## config.mk

```make
export PLATFORM = sky130hd
export DESIGN_NAME = encoder_rotation_accelerator_unit
export DESIGN_NICKNAME = d
export VERILOG_FILES = /design/src/erau_pkg.sv /design/src/erau_ram.sv /design/src/erau_div.sv /design/src/encoder_rotation_accelerator_unit.sv
export SDC_FILE = /design/constraint.sdc
export NUM_CORES = 2
export LEC_CHECK = 0
export BUFFER_PORTS_ARGS = -buffer_cell sky130_fd_sc_hd__buf_2
export CORE_UTILIZATION = 57
export DETAILED_ROUTE_END_ITERATION = 16
export PLACE_DENSITY = 0.77
export SYNTH_ARGS = -nofsm -noshare
export SYNTH_HDL_FRONTEND = slang
export SYNTH_SLANG_ARGS = --single-unit
```

## constraint.sdc

```tcl
create_clock -name clk -period 9.5 [get_ports clk]
set_input_delay 0.95 -clock clk [delete_from_list [all_inputs] [get_ports clk]]
set_output_delay 0.95 -clock clk [all_outputs]
set_load 0.1 [all_outputs]
```

## src/erau_pkg.sv

```systemverilog
// Shared types and constants for the encoder rotation accelerator.
`default_nettype none

package erau_pkg;

    // Request from the encoder side: one rotation reading or trigger
    typedef struct packed {
        logic [1:0]         mode;
        logic               sensor;
        logic [2:0]         layer;
        logic signed [31:0] rotation_whole;
        logic signed [31:0] rotation_frac;
        logic [31:0]        now_ms;
    } rot_req_t;

    // Result event: a press or a release carrying the scaled move
    typedef struct packed {
        logic               is_press;
        logic signed [15:0] move_x;
        logic signed [15:0] move_y;
        logic [15:0]        wait_ms;
        logic [7:0]         step_count;
        logic               last;
    } evt_req_t;

    // Per encoder and layer state entry
    typedef struct packed {
        logic [1:0]  pend;
        logic [1:0]  prior_dir;
        logic [31:0] last_time;
    } entry_t;

    localparam int ENTRY_W = $bits(entry_t);

    // Direction codes
    localparam logic [1:0] DIR_NONE = 2'd0;
    localparam logic [1:0] DIR_CW   = 2'd1;
    localparam logic [1:0] DIR_CCW  = 2'd2;

    // Request modes
    localparam logic [1:0] MODE_ACCEPT  = 2'd0;
    localparam logic [1:0] MODE_TRIGGER = 2'd1;

    // Curve selection in accel_mode bits 1..0
    localparam logic [1:0] CURVE_LINEAR = 2'd0;
    localparam logic [1:0] CURVE_CUBIC  = 2'd2;

    // Configuration register indexes
    localparam int CFG_IDX_W = 4;
    localparam logic [CFG_IDX_W-1:0] REG_CW_MOVE   = 4'd0;
    localparam logic [CFG_IDX_W-1:0] REG_CCW_MOVE  = 4'd1;
    localparam logic [CFG_IDX_W-1:0] REG_FAST_INT  = 4'd2;
    localparam logic [CFG_IDX_W-1:0] REG_SLOW_INT  = 4'd3;
    localparam logic [CFG_IDX_W-1:0] REG_MIN_STEPS = 4'd4;
    localparam logic [CFG_IDX_W-1:0] REG_MAX_STEPS = 4'd5;
    localparam logic [CFG_IDX_W-1:0] REG_ACCEL     = 4'd6;
    localparam logic [CFG_IDX_W-1:0] REG_TAP_HOLD  = 4'd7;

    // Configuration reset values
    localparam logic [15:0] FAST_INT_RST  = 16'd30;
    localparam logic [15:0] SLOW_INT_RST  = 16'd200;
    localparam logic [7:0]  MIN_STEPS_RST = 8'd1;
    localparam logic [7:0]  MAX_STEPS_RST = 8'd5;
    localparam logic [2:0]  ACCEL_RST     = 3'd1;

    // Step limit substitutes for zero settings
    localparam logic [7:0] MIN_STEPS_DFLT = 8'd1;
    localparam logic [7:0] MAX_STEPS_DFLT = 8'd5;

    // Q15 fraction
    localparam int Q15_SHIFT = 15;

    // Serial divider: 31-bit dividend, 16-bit divisor, one bit per cycle
    localparam int DIV_NUM_W = 31;
    localparam int DIV_DEN_W = 16;
    localparam int DIV_CNT_W = 5;

    // Saturation bounds
    localparam logic signed [15:0] MOVE_SAT_LO = 16'sh8000;
    localparam logic signed [15:0] MOVE_SAT_HI = 16'sh7fff;

endpackage

`default_nettype wire

```

## src/erau_ram.sv

```systemverilog
// Generic single write port, single read port RAM with registered read data.
`default_nettype none

module erau_ram #(
    parameter int WIDTH = 36,
    parameter int DEPTH = 16,
    localparam int ADDR_W = (DEPTH > 1) ? $clog2(DEPTH) : 1
) (
    input  logic              clk,
    input  logic              we,
    input  logic [ADDR_W-1:0] waddr,
    input  logic [WIDTH-1:0]  wdata,
    input  logic [ADDR_W-1:0] raddr,
    output logic [WIDTH-1:0]  rdata
);

    logic [WIDTH-1:0] mem_reg [DEPTH];
    logic [WIDTH-1:0] rdata_reg;

    always_ff @(posedge clk)
    begin
        if (we)
        begin
            mem_reg[waddr] <= wdata;
        end
        rdata_reg <= mem_reg[raddr];
    end

    assign rdata = rdata_reg;

endmodule

`default_nettype wire

```

## src/erau_div.sv

```systemverilog
// Restoring serial divider, one quotient bit per cycle.
`default_nettype none

module erau_div (
    input  logic                           clk,
    input  logic                           rst_n,
    input  logic                           start,
    input  logic [erau_pkg::DIV_NUM_W-1:0] dividend,
    input  logic [erau_pkg::DIV_DEN_W-1:0] divisor,
    output logic                           done,
    output logic [erau_pkg::DIV_NUM_W-1:0] quotient
);

    import erau_pkg::*;

    logic                 busy_reg, busy_next;
    logic                 done_reg, done_next;
    logic [DIV_CNT_W-1:0] cnt_reg, cnt_next;
    logic [DIV_NUM_W-1:0] num_reg, num_next;
    logic [DIV_DEN_W-1:0] rem_reg, rem_next;
    logic [DIV_DEN_W-1:0] den_reg, den_next;

    logic [DIV_DEN_W:0]   shifted;
    logic [DIV_DEN_W:0]   diff;
    logic                 fits;

    assign shifted = {rem_reg, num_reg[DIV_NUM_W-1]};
    assign fits    = (shifted >= {1'b0, den_reg});
    assign diff    = shifted - {1'b0, den_reg};

    always_comb
    begin
        busy_next = busy_reg;
        done_next = 1'b0;
        cnt_next  = cnt_reg;
        num_next  = num_reg;
        rem_next  = rem_reg;
        den_next  = den_reg;
        if (start)
        begin
            busy_next = 1'b1;
            cnt_next  = '0;
            num_next  = dividend;
            rem_next  = '0;
            den_next  = divisor;
        end
        else if (busy_reg)
        begin
            // shift in one dividend bit, subtract when it fits
            num_next = {num_reg[DIV_NUM_W-2:0], fits};
            rem_next = fits ? diff[DIV_DEN_W-1:0] : shifted[DIV_DEN_W-1:0];
            cnt_next = cnt_reg + 1'b1;
            if (cnt_reg == DIV_CNT_W'(DIV_NUM_W - 1))
            begin
                busy_next = 1'b0;
                done_next = 1'b1;
            end
        end
    end

    always_ff @(posedge clk or negedge rst_n)
    begin
        if (!rst_n)
        begin
            busy_reg <= 1'b0;
            done_reg <= 1'b0;
            cnt_reg  <= '0;
        end
        else
        begin
            busy_reg <= busy_next;
            done_reg <= done_next;
            cnt_reg  <= cnt_next;
        end
    end

    always_ff @(posedge clk)
    begin
        num_reg <= num_next;
        rem_reg <= rem_next;
        den_reg <= den_next;
    end

    assign done     = done_reg;
    assign quotient = num_reg;

endmodule

`default_nettype wire

```

## src/encoder_rotation_accelerator_unit.sv

```systemverilog
// Top level of the encoder rotation accelerator: sequencer, state store and datapath.
//
// Usage:
//   rot channel (rot_valid/rot_ready/rot_req) takes one request per encoder and
//   layer. An accept request records a pending direction; a trigger request with
//   a pending direction produces two results on the evt channel
//   (evt_valid/evt_ready/evt_req): a press, then a release with last set.
//   cfg channel (cfg_valid/cfg_ready/cfg_index/cfg_data) writes the eight
//   settings; it is always ready and should be written only while idle.
// Timing:
//   One request at a time; rot_ready is high only while the sequencer is idle.
//   An in-range request with no result frees the block after the fetch write-back.
//   A trigger whose interval lies at or past a limit passes evaluate, the two
//   move multiplies and then the press; one on the curve adds the serial divider
//   (linear: after one multiply; quadratic: then square, range scale and step;
//   cubic: also a cube step). The multiplies all use one shared multiplier.
// Reset:
//   Configuration returns to its defaults; the state store is swept to zero,
//   one entry a cycle, over all NUM_ENCODERS * NUM_LAYERS entries, with rot_ready low.
// Stall:
//   A stalled receiver holds press or release with its payload steady; the
//   block takes no new request until the release is taken.
`default_nettype none

module encoder_rotation_accelerator_unit #(
    parameter int NUM_ENCODERS = 2,
    parameter int NUM_LAYERS   = 8
) (
    input  logic                           clk,
    input  logic                           rst_n,
    input  logic                           rot_valid,
    output logic                           rot_ready,
    input  erau_pkg::rot_req_t             rot_req,
    output logic                           evt_valid,
    input  logic                           evt_ready,
    output erau_pkg::evt_req_t             evt_req,
    input  logic                           cfg_valid,
    output logic                           cfg_ready,
    input  logic [erau_pkg::CFG_IDX_W-1:0] cfg_index,
    input  logic [31:0]                    cfg_data
);

    import erau_pkg::*;

    localparam int DEPTH  = NUM_ENCODERS * NUM_LAYERS;
    localparam int ADDR_W = (DEPTH > 1) ? $clog2(DEPTH) : 1;

    // Sequencer states
    typedef enum logic [13:0] {
        ST_CLEAR   = 14'b00000000000001,
        ST_IDLE    = 14'b00000000000010,
        ST_FETCH   = 14'b00000000000100,
        ST_EVAL    = 14'b00000000001000,
        ST_LIN     = 14'b00000000010000,
        ST_DIV     = 14'b00000000100000,
        ST_SQ      = 14'b00000001000000,
        ST_CUBE    = 14'b00000010000000,
        ST_RNG     = 14'b00000100000000,
        ST_STEP    = 14'b00001000000000,
        ST_MX      = 14'b00010000000000,
        ST_MY      = 14'b00100000000000,
        ST_PRESS   = 14'b01000000000000,
        ST_RELEASE = 14'b10000000000000
    } state_t;

    // ---------------------------------------------------------------
    // Configuration registers
    // ---------------------------------------------------------------
    logic [31:0] cw_move_reg;
    logic [31:0] ccw_move_reg;
    logic [15:0] fast_int_reg;
    logic [15:0] slow_int_reg;
    logic [7:0]  min_steps_reg;
    logic [7:0]  max_steps_reg;
    logic [2:0]  accel_reg;
    logic [15:0] tap_hold_reg;

    assign cfg_ready = 1'b1;

    always_ff @(posedge clk or negedge rst_n)
    begin
        if (!rst_n)
        begin
            cw_move_reg   <= '0;
            ccw_move_reg  <= '0;
            fast_int_reg  <= FAST_INT_RST;
            slow_int_reg  <= SLOW_INT_RST;
            min_steps_reg <= MIN_STEPS_RST;
            max_steps_reg <= MAX_STEPS_RST;
            accel_reg     <= ACCEL_RST;
            tap_hold_reg  <= '0;
        end
        else if (cfg_valid)
        begin
            unique case (cfg_index)
                REG_CW_MOVE:   cw_move_reg   <= cfg_data;
                REG_CCW_MOVE:  ccw_move_reg  <= cfg_data;
                REG_FAST_INT:  fast_int_reg  <= cfg_data[15:0];
                REG_SLOW_INT:  slow_int_reg  <= cfg_data[15:0];
                REG_MIN_STEPS: min_steps_reg <= cfg_data[7:0];
                REG_MAX_STEPS: max_steps_reg <= cfg_data[7:0];
                REG_ACCEL:     accel_reg     <= cfg_data[2:0];
                REG_TAP_HOLD:  tap_hold_reg  <= cfg_data[15:0];
                default:       ;  // drop writes beyond the register list
            endcase
        end
    end

    // ---------------------------------------------------------------
    // Registers
    // ---------------------------------------------------------------
    state_t             state_reg, state_next;
    logic [ADDR_W-1:0]  clr_cnt_reg, clr_cnt_next;

    rot_req_t           item_reg, item_next;
    logic [ADDR_W-1:0]  addr_reg, addr_next;
    logic [1:0]         dir_reg, dir_next;
    logic [31:0]        dt_reg, dt_next;
    logic [15:0]        dist_reg, dist_next;
    logic [15:0]        span_reg, span_next;
    logic [7:0]         range_reg, range_next;
    logic [7:0]         lo_s_reg, lo_s_next;
    logic [14:0]        tq_reg, tq_next;
    logic [29:0]        prod_reg, prod_next;
    logic [7:0]         steps_reg, steps_next;
    logic signed [15:0] mx_reg, mx_next;
    logic signed [15:0] my_reg, my_next;

    // ---------------------------------------------------------------
    // State store
    // ---------------------------------------------------------------
    logic               ram_we;
    logic [ADDR_W-1:0]  ram_waddr;
    entry_t             ram_wdata;
    logic [ADDR_W-1:0]  ram_raddr;
    logic [ENTRY_W-1:0] ram_rdata;
    entry_t             entry;

    erau_ram #(
        .WIDTH (ENTRY_W),
        .DEPTH (DEPTH)
    ) u_state_ram (
        .clk   (clk),
        .we    (ram_we),
        .waddr (ram_waddr),
        .wdata (ram_wdata),
        .raddr (ram_raddr),
        .rdata (ram_rdata)
    );

    assign entry = entry_t'(ram_rdata);

    // Entry address and range check of the incoming request
    logic              rot_in_range;
    logic [ADDR_W-1:0] rot_addr;

    assign rot_in_range = (32'(rot_req.sensor) < NUM_ENCODERS)
                       && (32'(rot_req.layer) < NUM_LAYERS);
    assign rot_addr     = ADDR_W'(32'(rot_req.sensor) * NUM_LAYERS + 32'(rot_req.layer));
    assign ram_raddr    = rot_addr;

    // ---------------------------------------------------------------
    // Direction and interval of a fetched entry
    // ---------------------------------------------------------------
    logic [31:0] rot_dir_word;
    logic [1:0]  new_pend;
    logic        reversal;
    logic [31:0] dt_c;

    assign rot_dir_word = (item_reg.rotation_whole != 32'sd0) ? item_reg.rotation_whole
                                                               : item_reg.rotation_frac;
    assign new_pend     = (rot_dir_word == 32'd0) ? DIR_NONE
                        : (rot_dir_word[31] ? DIR_CCW : DIR_CW);

    // reversal counts as slow only when a prior event with another direction exists
    assign reversal = accel_reg[2] && (entry.last_time != 32'd0)
                   && (entry.prior_dir != DIR_NONE) && (entry.prior_dir != entry.pend);
    assign dt_c     = ((entry.last_time == 32'd0) || reversal)
                    ? {16'd0, slow_int_reg}
                    : item_reg.now_ms - entry.last_time;

    // ---------------------------------------------------------------
    // Curve limits from configuration
    // ---------------------------------------------------------------
    logic [15:0] lo_t;
    logic [16:0] hi_t;
    logic [7:0]  min_s, max_s, lo_s_c, hi_s_c, range_c;
    logic [16:0] span_w, dist_w;
    logic [1:0]  curve;

    assign curve  = accel_reg[1:0];
    assign lo_t   = (fast_int_reg == 16'd0) ? 16'd1 : fast_int_reg;
    assign hi_t   = (slow_int_reg <= lo_t) ? ({1'b0, lo_t} + 17'd1) : {1'b0, slow_int_reg};
    assign min_s  = (min_steps_reg == 8'd0) ? MIN_STEPS_DFLT : min_steps_reg;
    assign max_s  = (max_steps_reg == 8'd0) ? MAX_STEPS_DFLT : max_steps_reg;
    assign lo_s_c = (max_s < min_s) ? max_s : min_s;
    assign hi_s_c = (max_s < min_s) ? min_s : max_s;
    assign range_c = hi_s_c - lo_s_c;
    assign span_w = hi_t - {1'b0, lo_t};
    assign dist_w = hi_t - dt_reg[16:0];

    // ---------------------------------------------------------------
    // Shared multiplier
    // ---------------------------------------------------------------
    logic signed [16:0] mul_a, mul_b;
    logic signed [33:0] mul_p;
    logic signed [15:0] sat_c;
    logic [31:0]        mv_sel;

    assign mv_sel = (dir_reg == DIR_CW) ? cw_move_reg : ccw_move_reg;

    always_comb
    begin
        unique case (state_reg)
            ST_LIN:
            begin
                mul_a = {1'b0, dist_reg};
                mul_b = {9'd0, range_reg};
            end
            ST_SQ:
            begin
                mul_a = {2'd0, tq_reg};
                mul_b = {2'd0, tq_reg};
            end
            ST_CUBE:
            begin
                mul_a = {2'd0, prod_reg[29:Q15_SHIFT]};
                mul_b = {2'd0, tq_reg};
            end
            ST_RNG:
            begin
                mul_a = {9'd0, range_reg};
                mul_b = {2'd0, prod_reg[29:Q15_SHIFT]};
            end
            ST_MX:
            begin
                mul_a = {mv_sel[15], mv_sel[15:0]};
                mul_b = {9'd0, steps_reg};
            end
            ST_MY:
            begin
                mul_a = {mv_sel[31], mv_sel[31:16]};
                mul_b = {9'd0, steps_reg};
            end
            default:
            begin
                mul_a = '0;
                mul_b = '0;
            end
        endcase
    end

    assign mul_p = mul_a * mul_b;
    assign sat_c = (mul_p < 34'(MOVE_SAT_LO)) ? MOVE_SAT_LO
                 : (mul_p > 34'(MOVE_SAT_HI)) ? MOVE_SAT_HI
                 : mul_p[15:0];

    // ---------------------------------------------------------------
    // Serial divider
    // ---------------------------------------------------------------
    logic                 div_start;
    logic [DIV_NUM_W-1:0] div_dividend;
    logic [DIV_DEN_W-1:0] div_divisor;
    logic                 div_done;
    logic [DIV_NUM_W-1:0] div_quot;

    erau_div u_div (
        .clk      (clk),
        .rst_n    (rst_n),
        .start    (div_start),
        .dividend (div_dividend),
        .divisor  (div_divisor),
        .done     (div_done),
        .quotient (div_quot)
    );

    // ---------------------------------------------------------------
    // Sequencer
    // ---------------------------------------------------------------
    always_comb
    begin
        state_next   = state_reg;
        clr_cnt_next = clr_cnt_reg;
        item_next    = item_reg;
        addr_next    = addr_reg;
        dir_next     = dir_reg;
        dt_next      = dt_reg;
        dist_next    = dist_reg;
        span_next    = span_reg;
        range_next   = range_reg;
        lo_s_next    = lo_s_reg;
        tq_next      = tq_reg;
        prod_next    = prod_reg;
        steps_next   = steps_reg;
        mx_next      = mx_reg;
        my_next      = my_reg;

        ram_we       = 1'b0;
        ram_waddr    = addr_reg;
        ram_wdata    = entry;
        div_start    = 1'b0;
        div_dividend = {dist_w[15:0], 15'd0};
        div_divisor  = span_w[15:0];

        unique case (state_reg)
            ST_CLEAR:
            begin
                // sweep the store to zero after reset
                ram_we       = 1'b1;
                ram_waddr    = clr_cnt_reg;
                ram_wdata    = '0;
                clr_cnt_next = clr_cnt_reg + 1'b1;
                if (clr_cnt_reg == ADDR_W'(DEPTH - 1))
                begin
                    state_next = ST_IDLE;
                end
            end
            ST_IDLE:
            begin
                if (rot_valid)
                begin
                    item_next = rot_req;
                    addr_next = rot_addr;
                    if (rot_in_range)
                    begin
                        state_next = ST_FETCH;
                    end
                end
            end
            ST_FETCH:
            begin
                // entry arrived from the store: update and write back
                ram_we = 1'b1;
                if (item_reg.mode == MODE_ACCEPT)
                begin
                    ram_wdata.pend = new_pend;
                    state_next     = ST_IDLE;
                end
                else
                begin
                    ram_wdata.pend = DIR_NONE;
                    if ((item_reg.mode == MODE_TRIGGER) && (entry.pend != DIR_NONE))
                    begin
                        ram_wdata.last_time = item_reg.now_ms;
                        ram_wdata.prior_dir = entry.pend;
                        dir_next            = entry.pend;
                        dt_next             = dt_c;
                        state_next          = ST_EVAL;
                    end
                    else
                    begin
                        state_next = ST_IDLE;
                    end
                end
            end
            ST_EVAL:
            begin
                range_next = range_c;
                lo_s_next  = lo_s_c;
                dist_next  = dist_w[15:0];
                span_next  = span_w[15:0];
                if (dt_reg <= {16'd0, lo_t})
                begin
                    steps_next = hi_s_c;
                    state_next = ST_MX;
                end
                else if (dt_reg >= {15'd0, hi_t})
                begin
                    steps_next = lo_s_c;
                    state_next = ST_MX;
                end
                else if (curve == CURVE_LINEAR)
                begin
                    state_next = ST_LIN;
                end
                else
                begin
                    div_start  = 1'b1;
                    state_next = ST_DIV;
                end
            end
            ST_LIN:
            begin
                div_start    = 1'b1;
                div_dividend = mul_p[DIV_NUM_W-1:0];
                div_divisor  = span_reg;
                state_next   = ST_DIV;
            end
            ST_DIV:
            begin
                if (div_done)
                begin
                    if (curve == CURVE_LINEAR)
                    begin
                        steps_next = lo_s_reg + div_quot[7:0];
                        state_next = ST_MX;
                    end
                    else
                    begin
                        tq_next    = div_quot[14:0];
                        state_next = ST_SQ;
                    end
                end
            end
            ST_SQ:
            begin
                prod_next  = mul_p[29:0];
                state_next = (curve == CURVE_CUBIC) ? ST_CUBE : ST_RNG;
            end
            ST_CUBE:
            begin
                prod_next  = mul_p[29:0];
                state_next = ST_RNG;
            end
            ST_RNG:
            begin
                prod_next  = mul_p[29:0];
                state_next = ST_STEP;
            end
            ST_STEP:
            begin
                steps_next = lo_s_reg + prod_reg[22:Q15_SHIFT];
                state_next = ST_MX;
            end
            ST_MX:
            begin
                mx_next    = sat_c;
                state_next = ST_MY;
            end
            ST_MY:
            begin
                my_next    = sat_c;
                state_next = ST_PRESS;
            end
            ST_PRESS:
            begin
                if (evt_ready)
                begin
                    state_next = ST_RELEASE;
                end
            end
            ST_RELEASE:
            begin
                if (evt_ready)
                begin
                    state_next = ST_IDLE;
                end
            end
            default:
            begin
                state_next = ST_IDLE;
            end
        endcase
    end

    always_ff @(posedge clk or negedge rst_n)
    begin
        if (!rst_n)
        begin
            state_reg   <= ST_CLEAR;
            clr_cnt_reg <= '0;
        end
        else
        begin
            state_reg   <= state_next;
            clr_cnt_reg <= clr_cnt_next;
        end
    end

    always_ff @(posedge clk)
    begin
        item_reg  <= item_next;
        addr_reg  <= addr_next;
        dir_reg   <= dir_next;
        dt_reg    <= dt_next;
        dist_reg  <= dist_next;
        span_reg  <= span_next;
        range_reg <= range_next;
        lo_s_reg  <= lo_s_next;
        tq_reg    <= tq_next;
        prod_reg  <= prod_next;
        steps_reg <= steps_next;
        mx_reg    <= mx_next;
        my_reg    <= my_next;
    end

    // ---------------------------------------------------------------
    // Handshakes and result payload
    // ---------------------------------------------------------------
    assign rot_ready = (state_reg == ST_IDLE);
    assign evt_valid = (state_reg == ST_PRESS) || (state_reg == ST_RELEASE);

    always_comb
    begin
        evt_req.is_press   = (state_reg == ST_PRESS);
        evt_req.move_x     = mx_reg;
        evt_req.move_y     = my_reg;
        evt_req.wait_ms    = (state_reg == ST_PRESS) ? tap_hold_reg : 16'd0;
        evt_req.step_count = steps_reg;
        evt_req.last       = (state_reg == ST_RELEASE);
    end

    // ---------------------------------------------------------------
    // Assertions
    // ---------------------------------------------------------------
    // no new request while a result is on offer
    a_busy_while_result: assert property (@(posedge clk) disable iff (!rst_n)
        evt_valid |-> !rot_ready)
        else $error("request port ready while a result is pending");

    // a taken press is followed at once by its release
    a_release_follows: assert property (@(posedge clk) disable iff (!rst_n)
        (evt_valid && evt_ready && evt_req.is_press) |=> (evt_valid && evt_req.last))
        else $error("press not followed by release");

    // divider finishes only while the sequencer waits for it
    a_div_done_in_div: assert property (@(posedge clk) disable iff (!rst_n)
        div_done |-> (state_reg == ST_DIV))
        else $error("divider done outside of divide state");

endmodule

`default_nettype wire
```

==> tab_implementation.tex <==
\begin{tabular}{lr}
\hline
Metric & Value \\
\hline
\multicolumn{2}{l}{\textbf{Yosys}} \\
Share of cell area taken by muxes after synthesis & 0.110 \\
Count leader, synth & sky130\_fd\_sc\_hd\_\_edfxtp\_1 \\
Post-synthesis sequential area ratio & 0.541 \\
Simple-gate area share of the yosys netlist & 0.0803 \\
Parity-gate share of the synthesized area counting xor and xnor cells & 0.0188 \\
Fraction of synthesis flops using an asynchronous set or reset pin & 0.144 \\
Avg Cell Area, Syn & roughly 13 µm² \\
Number of flops mapped to enable cells by yosys & approximately 900 \\
Largest family of logic cells by synthesized area & adder cells \\
Commonest cells in the netlist & sky130\_fd\_sc\_hd\_\_edfxtp\_1 (877), sky130\_fd\_sc\_hd\_\_inv\_1 (502), sky130\_fd\_sc\_hd\_\_nor2\_1 (322), sky130\_fd\_sc\_hd\_\_nand2\_1 (306), sky130\_fd\_sc\_hd\_\_fa\_1 (264) \\
Total of warnings raised by yosys & 0 \\
Count of cell types in the netlist & between 80 and 90 \\
Biggest area consumer among synthesized cells & sky130\_fd\_sc\_hd\_\_edfxtp\_1 \\
Netlist Area Pre-Place & roughly 58000 µm² \\
Syn Inst Count & roughly 4300 \\
Largest cells by area after synthesis & sky130\_fd\_sc\_hd\_\_edfxtp\_1 (46\%), sky130\_fd\_sc\_hd\_\_fa\_1 (9.1\%), sky130\_fd\_sc\_hd\_\_mux4\_2 (7.0\%) \\
Area fraction of the dominant cell type after synthesis & 0.455 \\
Most instantiated flip-flop cell in the synthesis netlist & sky130\_fd\_sc\_hd\_\_edfxtp\_1 \\
Number of synthesized register bits & 1085 \\
Compound-gate portion of the synthesized area & 0.0659 \\
Adder and majority cell fraction of the synthesized area & 0.141 \\
\multicolumn{2}{l}{\textbf{Placed design}} \\
Routability cong. & 1.03 \\
Number of port buffers & slightly above 200 \\
Placed cell areas & just over 60000 µm² \\
Total placed cells including tap cells & between 5000 and 6000 \\
HPWL reported at the end of detailed placement & about 110 mm \\
DP Worst Slack & -0.245 ns \\
\multicolumn{2}{l}{\textbf{Timing}} \\
Post-route clock period utilization & 0.980 \\
Number of endpoints with negative hold slack in the final report & 0 \\
Shortest period the worst path allows & 9.31 ns \\
Final-report setup violation count & 0 \\
Worst slew margin & 0.155 \\
Clk\_skew & approximately 0.045 ns \\
Achievable clock frequency & approximately 110 MHz \\
Final max-slew violation count & 0 \\
Worst Slack Setup Final & between 0.15 and 0.2 ns \\
Sum Neg Setup Slack & 0 ns \\
Transition time at the pin with the least slew margin & roughly 1.3 ns \\
\multicolumn{2}{l}{\textbf{Detailed routing}} \\
Via density & between 6 and 7 \\
Initial DRC count & roughly 3600 \\
Post-Route WL & approximately 160 mm \\
Antenna viol nets, final & 0 \\
Final routed wire length divided by cell count & around 25 µm \\
Drt first pass iters & 6 \\
Vias after detailed routing & around 37000 \\
DRC viols & 0 \\
\multicolumn{2}{l}{\textbf{CTS}} \\
Register clock-pin slew on the reported worst setup and hold paths & 0.06 ns \\
Total CTS buffers & approximately 110 \\
Sink Count & 1085 \\
Deepest clock path buffer count & 3 \\
Clock insertion delay at the later pin of the skew report & 0.72 ns \\
Count of H-tree levels built during CTS & 3 \\
Clock Root Buffer & sky130\_fd\_sc\_hd\_\_clkbuf\_16 \\
Hold buffers post-CTS & 0 \\
CTS tree & yes \\
\multicolumn{2}{l}{\textbf{Power}} \\
Worst vdd ir & approximately 0.23 mV \\
Power density over cell area & 214 nW/µm² \\
Post-layout power & about 14000 µW \\
Leak pwr & 0.0261 µW \\
\multicolumn{2}{l}{\textbf{Setup path}} \\
Critical Path Sink Type & register \\
Cell seen most often among critical-path stages & sky130\_fd\_sc\_hd\_\_fa\_1 \\
Category of the critical setup timing path & reg -> reg \\
Required time of the worst setup path & about 9.9 ns \\
Top Family by Delay on Critical Path & adder cells \\
Origin of the critical flop-to-flop path & state\_reg[3]\$\_DFFE\_PN0P\_ \\
Max incr delay on CP & $\sim$0.52 ns \\
CP Data Arrival Time & $\sim$9.7 ns \\
Cell with the largest stage delay on the worst path & sky130\_fd\_sc\_hd\_\_fa\_1 \\
CP startpoint & state\_reg[3]\$\_DFFE\_PN0P\_ \\
Critical path launch point type & register \\
Max FO, Critical Path & 9 \\
Buffering stage count on the worst path with inverters included & 7 \\
\multicolumn{2}{l}{\textbf{Hold path}} \\
Type of the most critical hold path & in -> async \\
\multicolumn{2}{l}{\textbf{Final layout}} \\
Design Area, Final & about 66000 µm² \\
Number of fillers in the final layout & between 7000 and 8000 \\
Number of cells in the finished layout apart from fillers & approximately 6200 \\
Total number of nets in the final design & about 5400 \\
Area growth from synthesis to final layout & 14.4\% \\
Ratio of cells with drive above 1 in the final layout & 0.224 \\
Flip-flop count of the largest register after layout & 576 \\
\multicolumn{2}{l}{\textbf{Global routing}} \\
Overflow left after global routing & 0 \\
Initial antenna violation count & 15 \\
Number of global-route vias before repair & around 38000 \\
Largest net degree at the start of global routing & around 90 \\
Global-route usage over all layers & 0.309 \\
Global-route wire length before repair & 234 mm \\
\multicolumn{2}{l}{\textbf{Floorplanning}} \\
Number of ports placed on the die boundary & 204 \\
Initial core utilization & 0.577 \\
Site row count & $\sim$120 \\
Die width & approximately 320 µm \\
Core area & about 100000 µm² \\
DIE HEIGHT & $\sim$320 µm \\
Die area & 103000 µm² \\
\multicolumn{2}{l}{\textbf{Flow run}} \\
Max-capacitance violation count & 0 \\
\multicolumn{2}{l}{\textbf{Outcome}} \\
Result of the run & finished clean \\
\hline
\end{tabular}
-- stage by stage --
stage	hold WS (ns)	util
2_1_floorplan	0.426	-
6_report	0.319	0.660
4_1_cts	0.319	0.655
5_1_grt	0.395	0.660
3_5_place_dp	0.436	0.620
3_3_place_gp	0.427	0.620
-- power breakdown --
group / internal (µW) / switching (µW) / total, µW
combinational: 1630 / 2290 / 3920
sequential: 5810 / 199 / 6010
clock: 2380 / 1820 / 4200
total: 9830 / 4300 / 14100
-- layer usage --
metal	GRT usage	part of all wire	vias to the layer above	wire length, µm
li1	-	-	16400	-
met1	0.380	0.37	18800	58100
met2	0.530	0.50	1711	78900
met3	0.0523	0.077	418	12200
met4	0.153	0.051	6	8080
met5	0	0.00018	-	28
-- cells by family (layout without fill, tap and decap cells) --
group / after synthesis / in the layout
DFF: 1085 / 1085
and+or+nand+nor: 1000 / 1000
buffers and inverters: 660 / 1160
AOI/OAI and AO/OA: 559 / 559
adders and majority gates: 493 / 493
muxes: 389 / 389
xor gates and xnor gates: 124 / 124
other: 2 / 27
-- cell type report --
cell class | count | area (µm²) | share of cell area
Antenna cell | 5 | 12.5 | 0.000189
Clock buffer | 143 | 2890 | 0.0436
Clock inverter | 52 | 573 | 0.00866
Inverter | 502 | 1880 | 0.0285
Multi-Input combinational cell | 2587 | 24700 | 0.373
Sequential cell | 1085 | 31300 | 0.473
Tap cell | 1357 | 1700 | 0.0257
Timing Repair Buffer | 463 | 3150 | 0.0476
-- cell usage in the layout, fill, tap and decap left out, types with 14 or more instances in the layout --
cell	n
sky130_fd_sc_hd__fa_1	262
sky130_fd_sc_hd__nor2_1	300
sky130_fd_sc_hd__nand4_1	34
sky130_fd_sc_hd__nor2_4	20
sky130_fd_sc_hd__clkinv_1	15
sky130_fd_sc_hd__a21o_1	51
sky130_fd_sc_hd__a22o_1	16
sky130_fd_sc_hd__inv_1	499
sky130_fd_sc_hd__nand2b_1	33
sky130_fd_sc_hd__a211oi_1	26
sky130_fd_sc_hd__and3_1	16
sky130_fd_sc_hd__o21a_1	20
sky130_fd_sc_hd__clkinv_2	17
sky130_fd_sc_hd__o31ai_1	35
sky130_fd_sc_hd__a221oi_1	17
sky130_fd_sc_hd__or3_1	17
sky130_fd_sc_hd__buf_4	248
sky130_fd_sc_hd__nor4_1	46
sky130_fd_sc_hd__mux2i_1	55
sky130_fd_sc_hd__a31oi_1	14
sky130_fd_sc_hd__mux4_2	180
sky130_fd_sc_hd__nand3_1	58
sky130_fd_sc_hd__clkbuf_16	109
sky130_fd_sc_hd__a21oi_1	122
sky130_fd_sc_hd__nand2_1	304
sky130_fd_sc_hd__dfrtp_1	144
sky130_fd_sc_hd__mux2_2	154
sky130_fd_sc_hd__buf_2	198
sky130_fd_sc_hd__xor2_1	41
sky130_fd_sc_hd__and2_1	26
sky130_fd_sc_hd__ha_1	228
sky130_fd_sc_hd__nor3_1	39
sky130_fd_sc_hd__dfxtp_1	52
sky130_fd_sc_hd__edfxtp_1	877
sky130_fd_sc_hd__nor2b_1	25
sky130_fd_sc_hd__conb_1	22
sky130_fd_sc_hd__o21ai_0	99
sky130_fd_sc_hd__o211ai_1	21
sky130_fd_sc_hd__clkbuf_1	28
sky130_fd_sc_hd__xnor2_1	83
-- final timing paths --
kind                                                endpoint  slack (ns)  depth (start not counted)
worst max-delay path                    my_reg[11]$_DFFE_PN_        0.19                         34
worst min-delay path             cw_move_reg[17]$_DFFE_PN0P_        0.32                          1
worst max register to register          my_reg[11]$_DFFE_PN_        0.19                         34
min in group clk                      item_reg[16]$_DFFE_PP_        0.42                          1
max in group asynchronous       u_div.cnt_reg[4]$_DFFE_PN0P_        7.70                          2
worst min register to register           tq_reg[8]$_DFFE_PP_        0.45                          0
-- worst register-to-register path: cells and delay by family, from the launching register on --
family	cells	cell delay, ns
buffers and inverters	7	0.91
AOI/OAI and AO/OA	8	1.80
DFF	1	0.40
adders and majority gates	7	3.06
and+or+nand+nor	12	2.88
-- what timing repair did --
action,4_1_cts,5_1_grt
setup buffers,0,10
setup endpoints to repair,30,33
resized for setup,9,69
gates cloned,0,2
pin swaps,0,21
Power figures use the tool's default switching activity.
